[src/sv/rlcc_pkg.sv]
// Package for the RGB LED color cycle controller.
// Holds the shared types, code constants and per-tick update functions.
// Depends on nothing.
`default_nettype none

package rlcc_pkg;

    // Phase codes: 0 is channel selection in manual mode
    localparam logic [1:0] PH_SELECT = 2'd0;
    localparam logic [1:0] PH_RED    = 2'd1;
    localparam logic [1:0] PH_BLUE   = 2'd2;
    localparam logic [1:0] PH_GREEN  = 2'd3;

    // Press detector codes (code 3 behaves as idle)
    localparam logic [1:0] DET_IDLE  = 2'd0;
    localparam logic [1:0] DET_ARMED = 2'd1;
    localparam logic [1:0] DET_HELD  = 2'd2;

    // Level and rate limits
    localparam logic [7:0] LEVEL_MAX  = 8'd250;
    localparam logic [7:0] LEVEL_MIN  = 8'd10;
    localparam logic [7:0] LEVEL_STEP = 8'd10;
    localparam logic [7:0] RATE_MAX   = 8'd200;
    localparam logic [7:0] RATE_MIN   = 8'd100;
    localparam logic [7:0] RATE_STEP  = 8'd5;

    // Reset values
    localparam logic [15:0] PERIOD_RESET = 16'd11362;
    localparam logic [7:0]  RATE_RESET   = 8'd150;

    // Width scaling: floor(p / 1000) = floor((p >> 3) * RECIP_125 >> RECIP_SHIFT)
    // exact for p below 2**24
    localparam int          RECIP_SHIFT = 28;
    localparam logic [21:0] RECIP_125   = 22'd2147484;
    localparam logic [13:0] WIDTH_MAX   = 14'd16383;

    // State snapshot handed from the control unit to the width path
    typedef struct packed {
        logic       manual;
        logic [1:0] phase;
        logic [7:0] red;
        logic [7:0] blue;
        logic [7:0] green;
        logic [7:0] rate;
    } color_state_t;

    typedef struct packed {
        logic       hit;
        logic [1:0] st;
    } det_result_t;

    typedef struct packed {
        logic [7:0] fall;
        logic [7:0] rise;
        logic       wrap;
    } seg_result_t;

    // Press detector: idle -> armed -> held, press reported on armed -> held
    function automatic det_result_t det_step(input logic [1:0] st, input logic pressed);
        det_result_t r;
        r.hit = 1'b0;
        r.st  = DET_IDLE;
        if (pressed) begin
            case (st)
                DET_ARMED:
                begin
                    r.st  = DET_HELD;
                    r.hit = 1'b1;
                end
                DET_HELD:  r.st = DET_HELD;
                default:   r.st = DET_ARMED;
            endcase
        end
        return r;
    endfunction

    // One ramp step of a segment; rate in hundredths
    function automatic seg_result_t seg_step(input logic [7:0] fall, input logic [7:0] rise,
                                             input logic [7:0] rate);
        seg_result_t r;
        logic [1:0]  up;
        logic [1:0]  dn;
        // integer part of the rate
        up = (rate >= 8'd200) ? 2'd2 : ((rate >= 8'd100) ? 2'd1 : 2'd0);
        // ceiling of the rate
        if (rate == 8'd0)        dn = 2'd0;
        else if (rate <= 8'd100) dn = 2'd1;
        else if (rate <= 8'd200) dn = 2'd2;
        else                     dn = 2'd3;
        r.rise = rise + {6'd0, up};
        r.fall = (fall < {6'd0, dn}) ? 8'd0 : fall - {6'd0, dn};
        r.wrap = (r.rise > LEVEL_MAX) || (r.fall < LEVEL_MIN);
        if (r.wrap) begin
            r.rise = LEVEL_MAX;
            r.fall = LEVEL_MIN;
        end
        return r;
    endfunction

endpackage

`default_nettype wire

[src/sv/rgb_led_color_cycle_controller.sv]
// Top level of the RGB LED color cycle controller: stream ports, period
// register, control unit, three width paths and the result register.
// Depends on rlcc_pkg, rlcc_ctrl and rlcc_width.
//
//  Channel  | Direction | Handshake              | Payload
//  ---------+-----------+------------------------+-----------------------------
//  s_axis   | in        | s_axis_tvalid/tready   | switch levels, one tick
//  m_axis   | out       | m_axis_tvalid/tready   | widths, mode, phase
//  cfg      | in        | cfg_valid/cfg_ready    | pwm_period
//
// One tick is taken per cycle while no result waits; its result passes through
// the state register, the product register and the result register.
// The rate is set by the state update; the width path is a product stage
// and a divide-and-saturate stage whose register is the result.
// Reset (rst_n low) restores the levels, rate, mode and a period of 11362.
// A stalled result holds the whole pipeline, so s_axis_tready follows
// m_axis_tready whenever a result is waiting.
`default_nettype none

module rgb_led_color_cycle_controller #(
    parameter int LONG_HOLD_TICKS = 200
) (
    input  wire         clk,
    input  wire         rst_n,
    input  wire         s_axis_tvalid,
    output logic        s_axis_tready,
    input  wire  [7:0]  s_axis_tdata,   // [0] sw1_level, [1] sw2_level, [7:2] zero
    output logic        m_axis_tvalid,
    input  wire         m_axis_tready,
    output logic [47:0] m_axis_tdata,   // [13:0] red_width, [27:14] blue_width,
                                        // [41:28] green_width, [42] is_manual,
                                        // [44:43] phase_now, [47:45] zero
    input  wire         cfg_valid,
    output logic        cfg_ready,
    input  wire  [15:0] cfg_data        // pwm_period
);
    import rlcc_pkg::*;

    logic         adv;
    logic         accept;
    color_state_t state;
    logic [15:0]  period_reg;
    logic         st_valid_reg;
    logic         prod_valid_reg;
    logic         out_valid_reg;
    logic         prod_manual_reg;
    logic [1:0]   prod_phase_reg;
    logic         out_manual_reg;
    logic [1:0]   out_phase_reg;
    logic [13:0]  red_w;
    logic [13:0]  blue_w;
    logic [13:0]  green_w;

    // Pipeline advances unless a result waits
    assign adv           = !out_valid_reg || m_axis_tready;
    assign s_axis_tready = adv;
    assign accept        = s_axis_tvalid && adv;
    assign cfg_ready     = 1'b1;

    // Period register
    always_ff @(posedge clk or negedge rst_n)
    begin
        if (!rst_n)
        begin
            period_reg <= PERIOD_RESET;
        end
        else if (cfg_valid)
        begin
            period_reg <= cfg_data;
        end
    end

    rlcc_ctrl #(
        .LONG_HOLD_TICKS (LONG_HOLD_TICKS)
    ) u_ctrl (
        .clk       (clk),
        .rst_n     (rst_n),
        .accept    (accept),
        .sw1_level (s_axis_tdata[0]),
        .sw2_level (s_axis_tdata[1]),
        .state     (state)
    );

    rlcc_width u_red (
        .clk    (clk),
        .en     (adv),
        .level  (state.red),
        .period (period_reg),
        .width  (red_w)
    );

    rlcc_width u_blue (
        .clk    (clk),
        .en     (adv),
        .level  (state.blue),
        .period (period_reg),
        .width  (blue_w)
    );

    rlcc_width u_green (
        .clk    (clk),
        .en     (adv),
        .level  (state.green),
        .period (period_reg),
        .width  (green_w)
    );

    // Stage valid bits
    always_ff @(posedge clk or negedge rst_n)
    begin
        if (!rst_n)
        begin
            st_valid_reg   <= 1'b0;
            prod_valid_reg <= 1'b0;
            out_valid_reg  <= 1'b0;
        end
        else if (adv)
        begin
            st_valid_reg   <= accept;
            prod_valid_reg <= st_valid_reg;
            out_valid_reg  <= prod_valid_reg;
        end
    end

    // Mode and phase ride alongside the width path
    always_ff @(posedge clk)
    begin
        if (adv)
        begin
            prod_manual_reg <= state.manual;
            prod_phase_reg  <= state.phase;
            out_manual_reg  <= prod_manual_reg;
            out_phase_reg   <= prod_phase_reg;
        end
    end

    assign m_axis_tvalid = out_valid_reg;
    assign m_axis_tdata  = {3'd0, out_phase_reg, out_manual_reg, green_w, blue_w, red_w};

`ifndef SYNTHESIS
    // Manual mode is left only by reset
    a_manual_sticky: assert property (@(posedge clk) disable iff (!rst_n)
        !$fell(state.manual))
        else $error("manual mode left without reset");

    // Rate stays inside its clamp range
    a_rate_range: assert property (@(posedge clk) disable iff (!rst_n)
        (state.rate >= RATE_MIN) && (state.rate <= RATE_MAX))
        else $error("rate outside 100..200");

    // Auto mode never reports the selection phase
    a_auto_phase: assert property (@(posedge clk) disable iff (!rst_n)
        (m_axis_tvalid && !m_axis_tdata[42]) |-> (m_axis_tdata[44:43] != PH_SELECT))
        else $error("auto mode result with selection phase");

    // A tick accepted now updates the state seen on the next cycle
    a_accept_flow: assert property (@(posedge clk) disable iff (!rst_n)
        accept |=> st_valid_reg)
        else $error("accepted tick lost in pipeline");
`endif

endmodule

`default_nettype wire

[src/sv/rlcc_ctrl.sv]
// Control unit of the RGB LED color cycle controller: mode, phase, levels,
// rate, press detectors and hold counter, updated once per accepted tick.
// Depends on rlcc_pkg.
`default_nettype none

module rlcc_ctrl #(
    parameter int LONG_HOLD_TICKS = 200
) (
    input  wire                   clk,
    input  wire                   rst_n,
    input  wire                   accept,
    input  wire                   sw1_level,
    input  wire                   sw2_level,
    output rlcc_pkg::color_state_t state
);
    import rlcc_pkg::*;

    localparam int HW = $clog2(LONG_HOLD_TICKS + 2);

    logic          manual_reg, manual_next;
    logic [1:0]    phase_reg, phase_next;
    logic [7:0]    red_reg, red_next;
    logic [7:0]    blue_reg, blue_next;
    logic [7:0]    green_reg, green_next;
    logic [7:0]    rate_reg, rate_next;
    logic [1:0]    det1_reg, det1_next;
    logic [1:0]    det2_reg, det2_next;
    logic [HW-1:0] hold_reg, hold_next;

    // Next state for one tick
    always_comb
    begin
        logic        p1;
        logic        p2;
        det_result_t d1;
        det_result_t d2;
        seg_result_t sg;
        logic [8:0]  sum;
        logic [7:0]  lvl;

        p1 = ~sw1_level;
        p2 = ~sw2_level;

        manual_next = manual_reg;
        phase_next  = phase_reg;
        red_next    = red_reg;
        blue_next   = blue_reg;
        green_next  = green_reg;
        rate_next   = rate_reg;
        det1_next   = det1_reg;
        det2_next   = det2_reg;
        hold_next   = hold_reg;
        d1          = det_step(det1_reg, p1);
        d2          = det_step(det2_reg, p2);
        sg          = '0;
        sum         = '0;
        lvl         = '0;

        // both switches pressed: enter manual selection
        if (p1 && p2) begin
            manual_next = 1'b1;
            phase_next  = PH_SELECT;
        end

        if (!manual_next) begin
            // auto mode: rate adjust, then one ramp step
            det1_next = d1.st;
            det2_next = d2.st;
            if (d1.hit) begin
                sum       = {1'b0, rate_next} + {1'b0, RATE_STEP};
                rate_next = (sum > {1'b0, RATE_MAX}) ? RATE_MAX : sum[7:0];
            end
            if (d2.hit) begin
                rate_next = (rate_next < RATE_MIN + RATE_STEP) ? RATE_MIN
                                                               : rate_next - RATE_STEP;
            end
            unique case (phase_next)
                PH_RED:
                begin
                    sg        = seg_step(red_reg, blue_reg, rate_next);
                    red_next  = sg.fall;
                    blue_next = sg.rise;
                    if (sg.wrap) phase_next = PH_BLUE;
                end
                PH_BLUE:
                begin
                    sg         = seg_step(blue_reg, green_reg, rate_next);
                    blue_next  = sg.fall;
                    green_next = sg.rise;
                    if (sg.wrap) phase_next = PH_GREEN;
                end
                PH_GREEN:
                begin
                    sg         = seg_step(green_reg, red_reg, rate_next);
                    green_next = sg.fall;
                    red_next   = sg.rise;
                    if (sg.wrap) phase_next = PH_RED;
                end
                default: ;
            endcase
        end else if (phase_next == PH_SELECT) begin
            // channel selection by hold length
            if (p2) begin
                if (p1 && hold_reg <= HW'(LONG_HOLD_TICKS)) hold_next = hold_reg + HW'(1);
            end else begin
                if (hold_reg > HW'(LONG_HOLD_TICKS)) phase_next = PH_GREEN;
                else if (hold_reg == HW'(1))         phase_next = PH_RED;
                else if (hold_reg >= HW'(2))         phase_next = PH_BLUE;
                hold_next = '0;
            end
        end else begin
            // manual step of the chosen channel
            det1_next = d1.st;
            det2_next = d2.st;
            unique case (phase_next)
                PH_RED:   lvl = red_reg;
                PH_BLUE:  lvl = blue_reg;
                default:  lvl = green_reg;
            endcase
            if (d1.hit) begin
                sum = {1'b0, lvl} + {1'b0, LEVEL_STEP};
                lvl = (sum > {1'b0, LEVEL_MAX}) ? LEVEL_MAX : sum[7:0];
            end
            if (d2.hit) begin
                lvl = (lvl < LEVEL_MIN + LEVEL_STEP) ? LEVEL_MIN : lvl - LEVEL_STEP;
            end
            unique case (phase_next)
                PH_RED:   red_next   = lvl;
                PH_BLUE:  blue_next  = lvl;
                default:  green_next = lvl;
            endcase
        end
    end

    // State registers
    always_ff @(posedge clk or negedge rst_n)
    begin
        if (!rst_n) begin
            manual_reg <= 1'b0;
            phase_reg  <= PH_RED;
            red_reg    <= LEVEL_MAX;
            blue_reg   <= LEVEL_MIN;
            green_reg  <= LEVEL_MIN;
            rate_reg   <= RATE_RESET;
            det1_reg   <= DET_IDLE;
            det2_reg   <= DET_IDLE;
            hold_reg   <= '0;
        end else if (accept) begin
            manual_reg <= manual_next;
            phase_reg  <= phase_next;
            red_reg    <= red_next;
            blue_reg   <= blue_next;
            green_reg  <= green_next;
            rate_reg   <= rate_next;
            det1_reg   <= det1_next;
            det2_reg   <= det2_next;
            hold_reg   <= hold_next;
        end
    end

    assign state.manual = manual_reg;
    assign state.phase  = phase_reg;
    assign state.red    = red_reg;
    assign state.blue   = blue_reg;
    assign state.green  = green_reg;
    assign state.rate   = rate_reg;

endmodule

`default_nettype wire

[src/sv/rlcc_width.sv]
// PWM width path for one color channel: level * period, then / 1000 by
// reciprocal multiply, saturated to 14 bits. Two register stages.
// Depends on rlcc_pkg.
`default_nettype none

module rlcc_width (
    input  wire         clk,
    input  wire         en,
    input  wire  [7:0]  level,
    input  wire  [15:0] period,
    output logic [13:0] width
);
    import rlcc_pkg::*;

    logic [23:0] prod_reg, prod_next;
    logic [13:0] width_reg, width_next;
    logic [42:0] scaled;
    logic [14:0] quot;

    // Stage one: level times period
    assign prod_next = {16'd0, level} * {8'd0, period};

    // Stage two: divide by 1000 and saturate
    assign scaled     = {22'd0, prod_reg[23:3]} * {21'd0, RECIP_125};
    assign quot       = scaled[42:RECIP_SHIFT];
    assign width_next = (quot > {1'b0, WIDTH_MAX}) ? WIDTH_MAX : quot[13:0];

    always_ff @(posedge clk)
    begin
        if (en) begin
            prod_reg  <= prod_next;
            width_reg <= width_next;
        end
    end

    assign width = width_reg;

endmodule

`default_nettype wire
[config.mk]
export PLATFORM = sky130hd
export DESIGN_NAME = rgb_led_color_cycle_controller
export DESIGN_NICKNAME = d
export VERILOG_FILES = /design/src/sv/rlcc_pkg.sv /design/src/sv/rgb_led_color_cycle_controller.sv /design/src/sv/rlcc_ctrl.sv /design/src/sv/rlcc_width.sv
export SDC_FILE = /design/constraint.sdc
export NUM_CORES = 2
export LEC_CHECK = 0
export ABC_AREA = 1
export ABC_CLOCK_PERIOD_IN_PS = 12700
export BUFFER_PORTS_ARGS = -buffer_cell sky130_fd_sc_hd__buf_2
export CAP_MARGIN = 20
export CORE_ASPECT_RATIO = 0.7
export CORE_MARGIN = 10
export CORE_UTILIZATION = 70
export DETAILED_ROUTE_END_ITERATION = 8
export PLACE_DENSITY = 0.9
export RECOVER_POWER = 50
export SLEW_MARGIN = 40
export SYNTH_ARGS = -nofsm -noshare
export SYNTH_HDL_FRONTEND = slang
export SYNTH_SLANG_ARGS = --single-unit
[constraint.sdc]
create_clock -name clk -period 12.7 [get_ports clk]
set_clock_uncertainty 0.1 [all_clocks]
set_input_delay 1.905 -clock clk [delete_from_list [all_inputs] [get_ports clk]]
set_output_delay 1.905 -clock clk [all_outputs]
set_load 0.01 [all_outputs]
Yosys cells after proc, flatten, opt, wreduce, memory -nomap -nowiden
Cells that the tools add are included.
Cells by class
  add/subtract/negate cells: 11
  multiply operators: 6
  divide/modulo/power cells: 0
  $lt $le $gt $ge: 23
  equality and inequality tests: 12
  shifts and indexed selects: 0
  multiplexer cells: 68
  bitwise operators: 3
  reductions and logical operators: 23
Operator list (count)
  $mux W8: 28
  $mul A21 B20 Y41 const B: 3
  $mul A8 B16 Y24: 3
  $pmux W8 S2: 4
  $mux W2: 25
  $mux W16: 3
  $gt A15 B14 Y1 const B: 3
  $gt A8 B8 Y1 const B: 4
  $add A8 B2 Y8: 3
  $lt A8 B2 Y1: 3
  $lt A8 B4 Y1 const B: 3
  $sub A8 B2 Y8: 3
  $gt A9 B8 Y1 const B: 2
  $le A8 B8 Y1 const B: 2
  $reduce_and A4 Y1: 4
  $add A8 B3 Y9 const B: 1
  $add A8 B4 Y9 const B: 1
  $add A8 B1 Y8 const B: 1
  $eq A2 B2 Y1 const B: 4
  $eq A8 B1 Y1 const B: 1
  $ge A8 B2 Y1 const B: 1
  $ge A8 B7 Y1 const B: 1
  $ge A8 B8 Y1 const B: 1
  $le A8 B7 Y1 const B: 1
  other kinds (19): 41
Storage, ports and cells
  register bits: 186
  bits in latches: 0
  memory bits (writable): 0
  bits in read-only memories: 0
  bits of input ports: 29
  output and inout port bits: 51
  logic and storage cells: 169
  memories: 0

Logic depth before layout (Yosys ltp)
  word-level depth: 23
  mapped depth: 45
  depth with buffers taken out: 45

Hierarchy
A second synthesis with hierarchy kept.
Second synthesis, totals
  cell total of the unflattened synthesis: 5787
  area, all modules: 43072.6 um^2
Modules (own cells, without submodules)
  rlcc_width (u_blue): times used 1, cells an instance 1619, area an instance 12245.5 um^2, sequential area each 1051.0 um^2
  rlcc_width (u_green): times used 1, cells an instance 1618, area an instance 12204.2 um^2, sequential area each 1051.0 um^2
  rlcc_width (u_red): times used 1, cells an instance 1580, area an instance 12085.3 um^2, sequential area each 1051.0 um^2
  rlcc_ctrl: times used 1, cells an instance 876, area an instance 5536.6 um^2, sequential area each 1194.9 um^2
  rgb_led_color_cycle_controller: times used 1, cells an instance 94, area an instance 1001.0 um^2, sequential area each 663.1 um^2

Worst setup path before layout
OpenSTA, ideal clock, no wires.
  kind: input port to flip-flop
  from: input port m_axis_tready
  to: register u_ctrl.hold_reg[6]
  setup time: 0.132 ns
  arrival: 6.199 ns
  data required time: 12.468 ns
  path slack: 6.269 ns
  stages on the path: 14
  path through: nor2_1 inv_1 nand2_1 nor2_1 inv_1 nor2_1 inv_1 o21ai_1 nand2_1 nor2_1 nand2_1 nor2_1 and3_1 nor3_1
On the way
  longest elaborated chain between the ends: 3
RTL lines
  start, declared: line rgb_led_color_cycle_controller.sv:29  | input wire m_axis_tready,
  $logic_or A1 B1 Y1: line rgb_led_color_cycle_controller.sv:55  | assign adv = !out_valid_reg || m_axis_tready;
  via s_axis_tready: line rgb_led_color_cycle_controller.sv:26  | output logic s_axis_tready,
  $logic_and A1 B1 Y1: line rgb_led_color_cycle_controller.sv:57  | assign accept = s_axis_tvalid && adv;
  $reduce_and A4 Y1 (no line)
  end signal, assigned: line rlcc_ctrl.sv:157  | hold_reg <= hold_next;
  end, declared: line rlcc_ctrl.sv:28  | logic [HW-1:0] hold_reg, hold_next;
The timed path passes the listed nets, and every way through them passes these cells.
A chain may end at the register's enable or synchronous reset.

Final worst setup path
  from: input port s_axis_tdata[0]
  to: register u_ctrl.green_reg[2]
On the way
  longest elaborated chain between the ends: 20
RTL lines
  start, declared: line rgb_led_color_cycle_controller.sv:27  | input wire [7:0] s_axis_tdata,
  $mux W3: line rlcc_pkg.sv:63  | if (pressed) begin
  $mux W8: line rlcc_ctrl.sv:69  | if (d1.hit) begin
  $mux W8: line rlcc_ctrl.sv:65  | if (!manual_next) begin
  $sub A8 B3 Y8 / $lt A8 B7 Y1 (equally long branches): line rlcc_ctrl.sv:75, rlcc_ctrl.sv:74
  $mux W8: line rlcc_ctrl.sv:74  | rate_next = (rate_next < RATE_MIN + RATE_STEP) ? RATE_MIN
  $mux W8: line rlcc_ctrl.sv:73  | if (d2.hit) begin
  $mux W8: line rlcc_ctrl.sv:65
  $le A8 B8 Y1: line rlcc_pkg.sv:88  | else if (rate <= 8'd200) dn = 2'd2;
  [4 not listed]
  $mux W2: line rlcc_ctrl.sv:65
  $sub A8 B2 Y8 / $lt A8 B2 Y1 (equally long branches): line rlcc_pkg.sv:91  | r.fall = (fall < {6'd0, dn}) ? 8'd0 : fall - {6'd0, dn};
  $mux W8: line rlcc_pkg.sv:91
  $lt A8 B4 Y1: line rlcc_pkg.sv:92  | r.wrap = (r.rise > LEVEL_MAX) || (r.fall < LEVEL_MIN);
  $logic_or A1 B1 Y1: line rlcc_pkg.sv:92
  $mux W16: line rlcc_pkg.sv:93  | if (r.wrap) begin
  $pmux W8 S2: line rlcc_ctrl.sv:77  | unique case (phase_next)
  $mux W8: line rlcc_ctrl.sv:65
  end signal, assigned: line rlcc_ctrl.sv:153  | green_reg <= green_next;
  end, declared: line rlcc_ctrl.sv:24  | logic [7:0] green_reg, green_next;
Several ways; a longest one is shown, not always the timed one. The select of a mux whose other input is x is not followed.

==> impl_metrics.tcl <==
set metrics [dict create \
    ios 80 \
    drt_drc_violations_left 0 \
    critPathMaxFanout 16 \
    hold_path.class "reg -> reg" \
    synthesis.area_sq_um 38900 \
    grt_pass1_vias 33400 \
    violations "capacitance limit, slew limit" \
    start_kind "input pin" \
    ys_warn_count 0 \
    synth_edf_count 111 \
    synth.distinct_cells 60 \
    relSlewSlack -1.47 \
    port_buffers 69 \
    grt.overflow.total 0 \
    finalMaxSlewViolations 153 \
    post-synth-top-count-cell "inv_1" \
    async_reset_ff_frac 0.373 \
    avgSynthCellArea_sq_um 8.20 \
    layout.nets 5967 \
    dp_cells 5454 \
    dr.pass1.iters 7 \
    n_antenna_cell 0 \
    postCtsSetupRepairBufs 0 \
    worst_pin_slew_ns 3.71 \
    fin_util 0.732 \
    hold_viol_final 0 \
    grt_max_degree 67 \
    synth_top_cell_area_share 0.273 \
    slowest_stage "nand2_1" \
    cts.sinks 177 \
    synth_common_cells "inv_1, nand2_1, ha_1" \
    drt-initial-drc-count 3057 \
    final_cells 5486 \
    core_sq_um 55100 \
    grt_pass1_wl_microns 168000 \
    htreeDepth 4 \
    cts_root_buf "clkbuf_16" \
    hold_ws_ns 0.330 \
    worstSkewPairLatency_ns 0.53 \
    crit_required_ns 13.00 \
    vias_per_cell 5.81 \
    die_w_microns 302 \
    cpPeakStageDelay_ns 0.49 \
    final.setup.tns_ns 0 \
    syn_to_final_growth_pct 3.79 \
    cp_top_family "simple AND/OR/NAND/NOR gates" \
    place_hpwl_microns 81400 \
    ctsResizeCount 0 \
    wl_per_cell_microns 18.6 \
    clock_path_buffers 2 \
    setup_viol 0 \
    cts_tree "yes" \
    seq_area_frac_synth 0.129 \
    maxCapViolations 3 \
    initial_core_util 0.705 \
    synthCells 4743 \
    ys.flop_type "edfxtp_1" \
    rows 72 \
    die_area_sq_um 65500 \
    grtUsageTotal 0.319 \
    status "complete, but fails checks" \
    grt_antenna_before_repair 1 \
    routabilityCongestion 0.984 \
    rsz0062_at_grt "false" \
    crit_buf_inv 6 \
    crit_type "in -> reg" \
    fin_crit_sh 0.561 \
    timing.fmax_mhz 140 \
    via_count 31800 \
    ctsHoldBuffers 0 \
    cts_buffers 17 \
    drive_gt1_frac 0.0415 \
    drtAntennaViolNets 0 \
    finalCriticalPeriod_ns 7.12 \
    ys_ff_latch 177 \
    synth_area_leaders "fa_1, ha_1, inv_1" \
    wl_microns 102000 \
    cts.clk_slew.worst_paths_ns 0.08 \
    yosysTopAreaCell "fa_1" \
    die-height_microns 217 \
    critPathArrivalTime_ns 7.42 \
    endpoint_kind "flip-flop" \
]
worst reg2reg max path, stage by stage, from the launching register on:
cell	delay [ns]
edfxtp_1	0.58
ha_1	0.37
ha_1	0.17
inv_1	0.05
fa_1	0.35
inv_1	0.09
fa_1	0.42
fa_1	0.57
inv_1	0.06
fa_1	0.49
inv_1	0.05
fa_1	0.44
ha_1	0.36
nand2_1	0.08
nor2_1	0.12
nand2_1	0.07
o21ai_0	0.58
nand4_1	0.19
o211ai_1	0.23
nand3_1	0.12
nand2_1	0.15
nand2_1	0.06
inv_1	0.04
o21ai_0	0.06
buf_4	0.22
o21ai_0	0.11
metrics by stage:
step	area, sq um	setup slack (ns)
final	40400	5.58
after global routing	40400	5.01
after CTS	40400	5.70
after detailed placement	39800	5.18
after global placement	39800	5.16
after floorplan	38900	6.27
placed cells by master, fill, tap and decap left out, types with 6 or more instances in the layout:
master | netlist | final
o21a_1 | 14 | 14
nor2_2 | 12 | 12
nand3_2 | 6 | 6
dfrtp_2 | 0 | 8
nand2_2 | 16 | 16
a211oi_1 | 8 | 8
nand3_1 | 124 | 124
o21ai_0 | 127 | 127
inv_1 | 1234 | 1233
nand2_1 | 869 | 869
a21oi_1 | 224 | 224
inv_2 | 17 | 17
buf_4 | 7 | 17
or2_2 | 7 | 7
clkbuf_1 | 92 | 50
clkbuf_16 | 0 | 18
ha_1 | 674 | 674
nor2_1 | 236 | 236
edfxtp_1 | 111 | 111
buf_2 | 9 | 22
dfrtp_1 | 45 | 37
xor2_1 | 76 | 76
a31oi_1 | 34 | 33
fa_1 | 531 | 531
nand4_1 | 26 | 26
nor4_1 | 10 | 10
o211ai_1 | 11 | 11
dfstp_2 | 21 | 19
mux2_2 | 16 | 16
xnor2_1 | 39 | 39
o31ai_1 | 13 | 13
o21ai_2 | 9 | 9
a21o_1 | 8 | 8
nor3_1 | 29 | 29
o21ai_1 | 13 | 13
layout make-up:
type | instances | area, sq um
clock buffers | 19 | 454
clock inverters | 13 | 138
fillers | 3919 | 14800
inverters | 1256 | 4720
multi-input cells | 3193 | 28700
flip-flops and latches | 177 | 5020
well taps | 740 | 926
repair buffers | 88 | 422
routing by layer:
| layer | vias to the layer above | routed length [microns] | track usage |
|---|---|---|---|
| li1 | 14600 | - | - |
| met1 | 15100 | 40600 | 0.415 |
| met2 | 1823 | 46100 | 0.508 |
| met3 | 371 | 11600 | 0.0856 |
| met4 | 0 | 3740 | 0.119 |
| met5 | - | 0 | 0 |
path summary, 6_finish.rpt:
check	startpoint	to	slack, ns	depth (start not counted)
setup / recovery	s_axis_tdata[0]	u_ctrl.green_reg[2]	5.58	26
hold / removal	prod_manual_reg	out_manual_reg	0.33	0
setup reg to reg	u_red.prod_reg[5]	u_red.width[9]	6.40	25
hold reg to reg	prod_manual_reg	out_manual_reg	0.33	0
max in group asynchronous	rst_n	u_ctrl.blue_reg[4]	7.47	2
min in group asynchronous	rst_n	u_ctrl.rate_reg[0]	2.65	2
kinds of logic (layout without fill, tap and decap cells):
| family | after synthesis | count (layout) | share of synthesized area |
|---|---|---|---|
| other | 2 | 4 | 0.000193 |
| DFF | 177 | 177 | 0.129 |
| xor gates and xnor gates | 115 | 115 | 0.0259 |
| and+or+nand+nor | 1351 | 1351 | 0.143 |
| buffers and inverters | 1375 | 1376 | 0.134 |
| adders and majority gates | 1205 | 1205 | 0.490 |
| muxes | 16 | 16 | 0.00463 |
| AOI/OAI and AO/OA | 502 | 502 | 0.0735 |
Power is left out: the tool's default activity adds up to more than one toggle a clock period on the data nets, which glitch-free logic cannot reach.
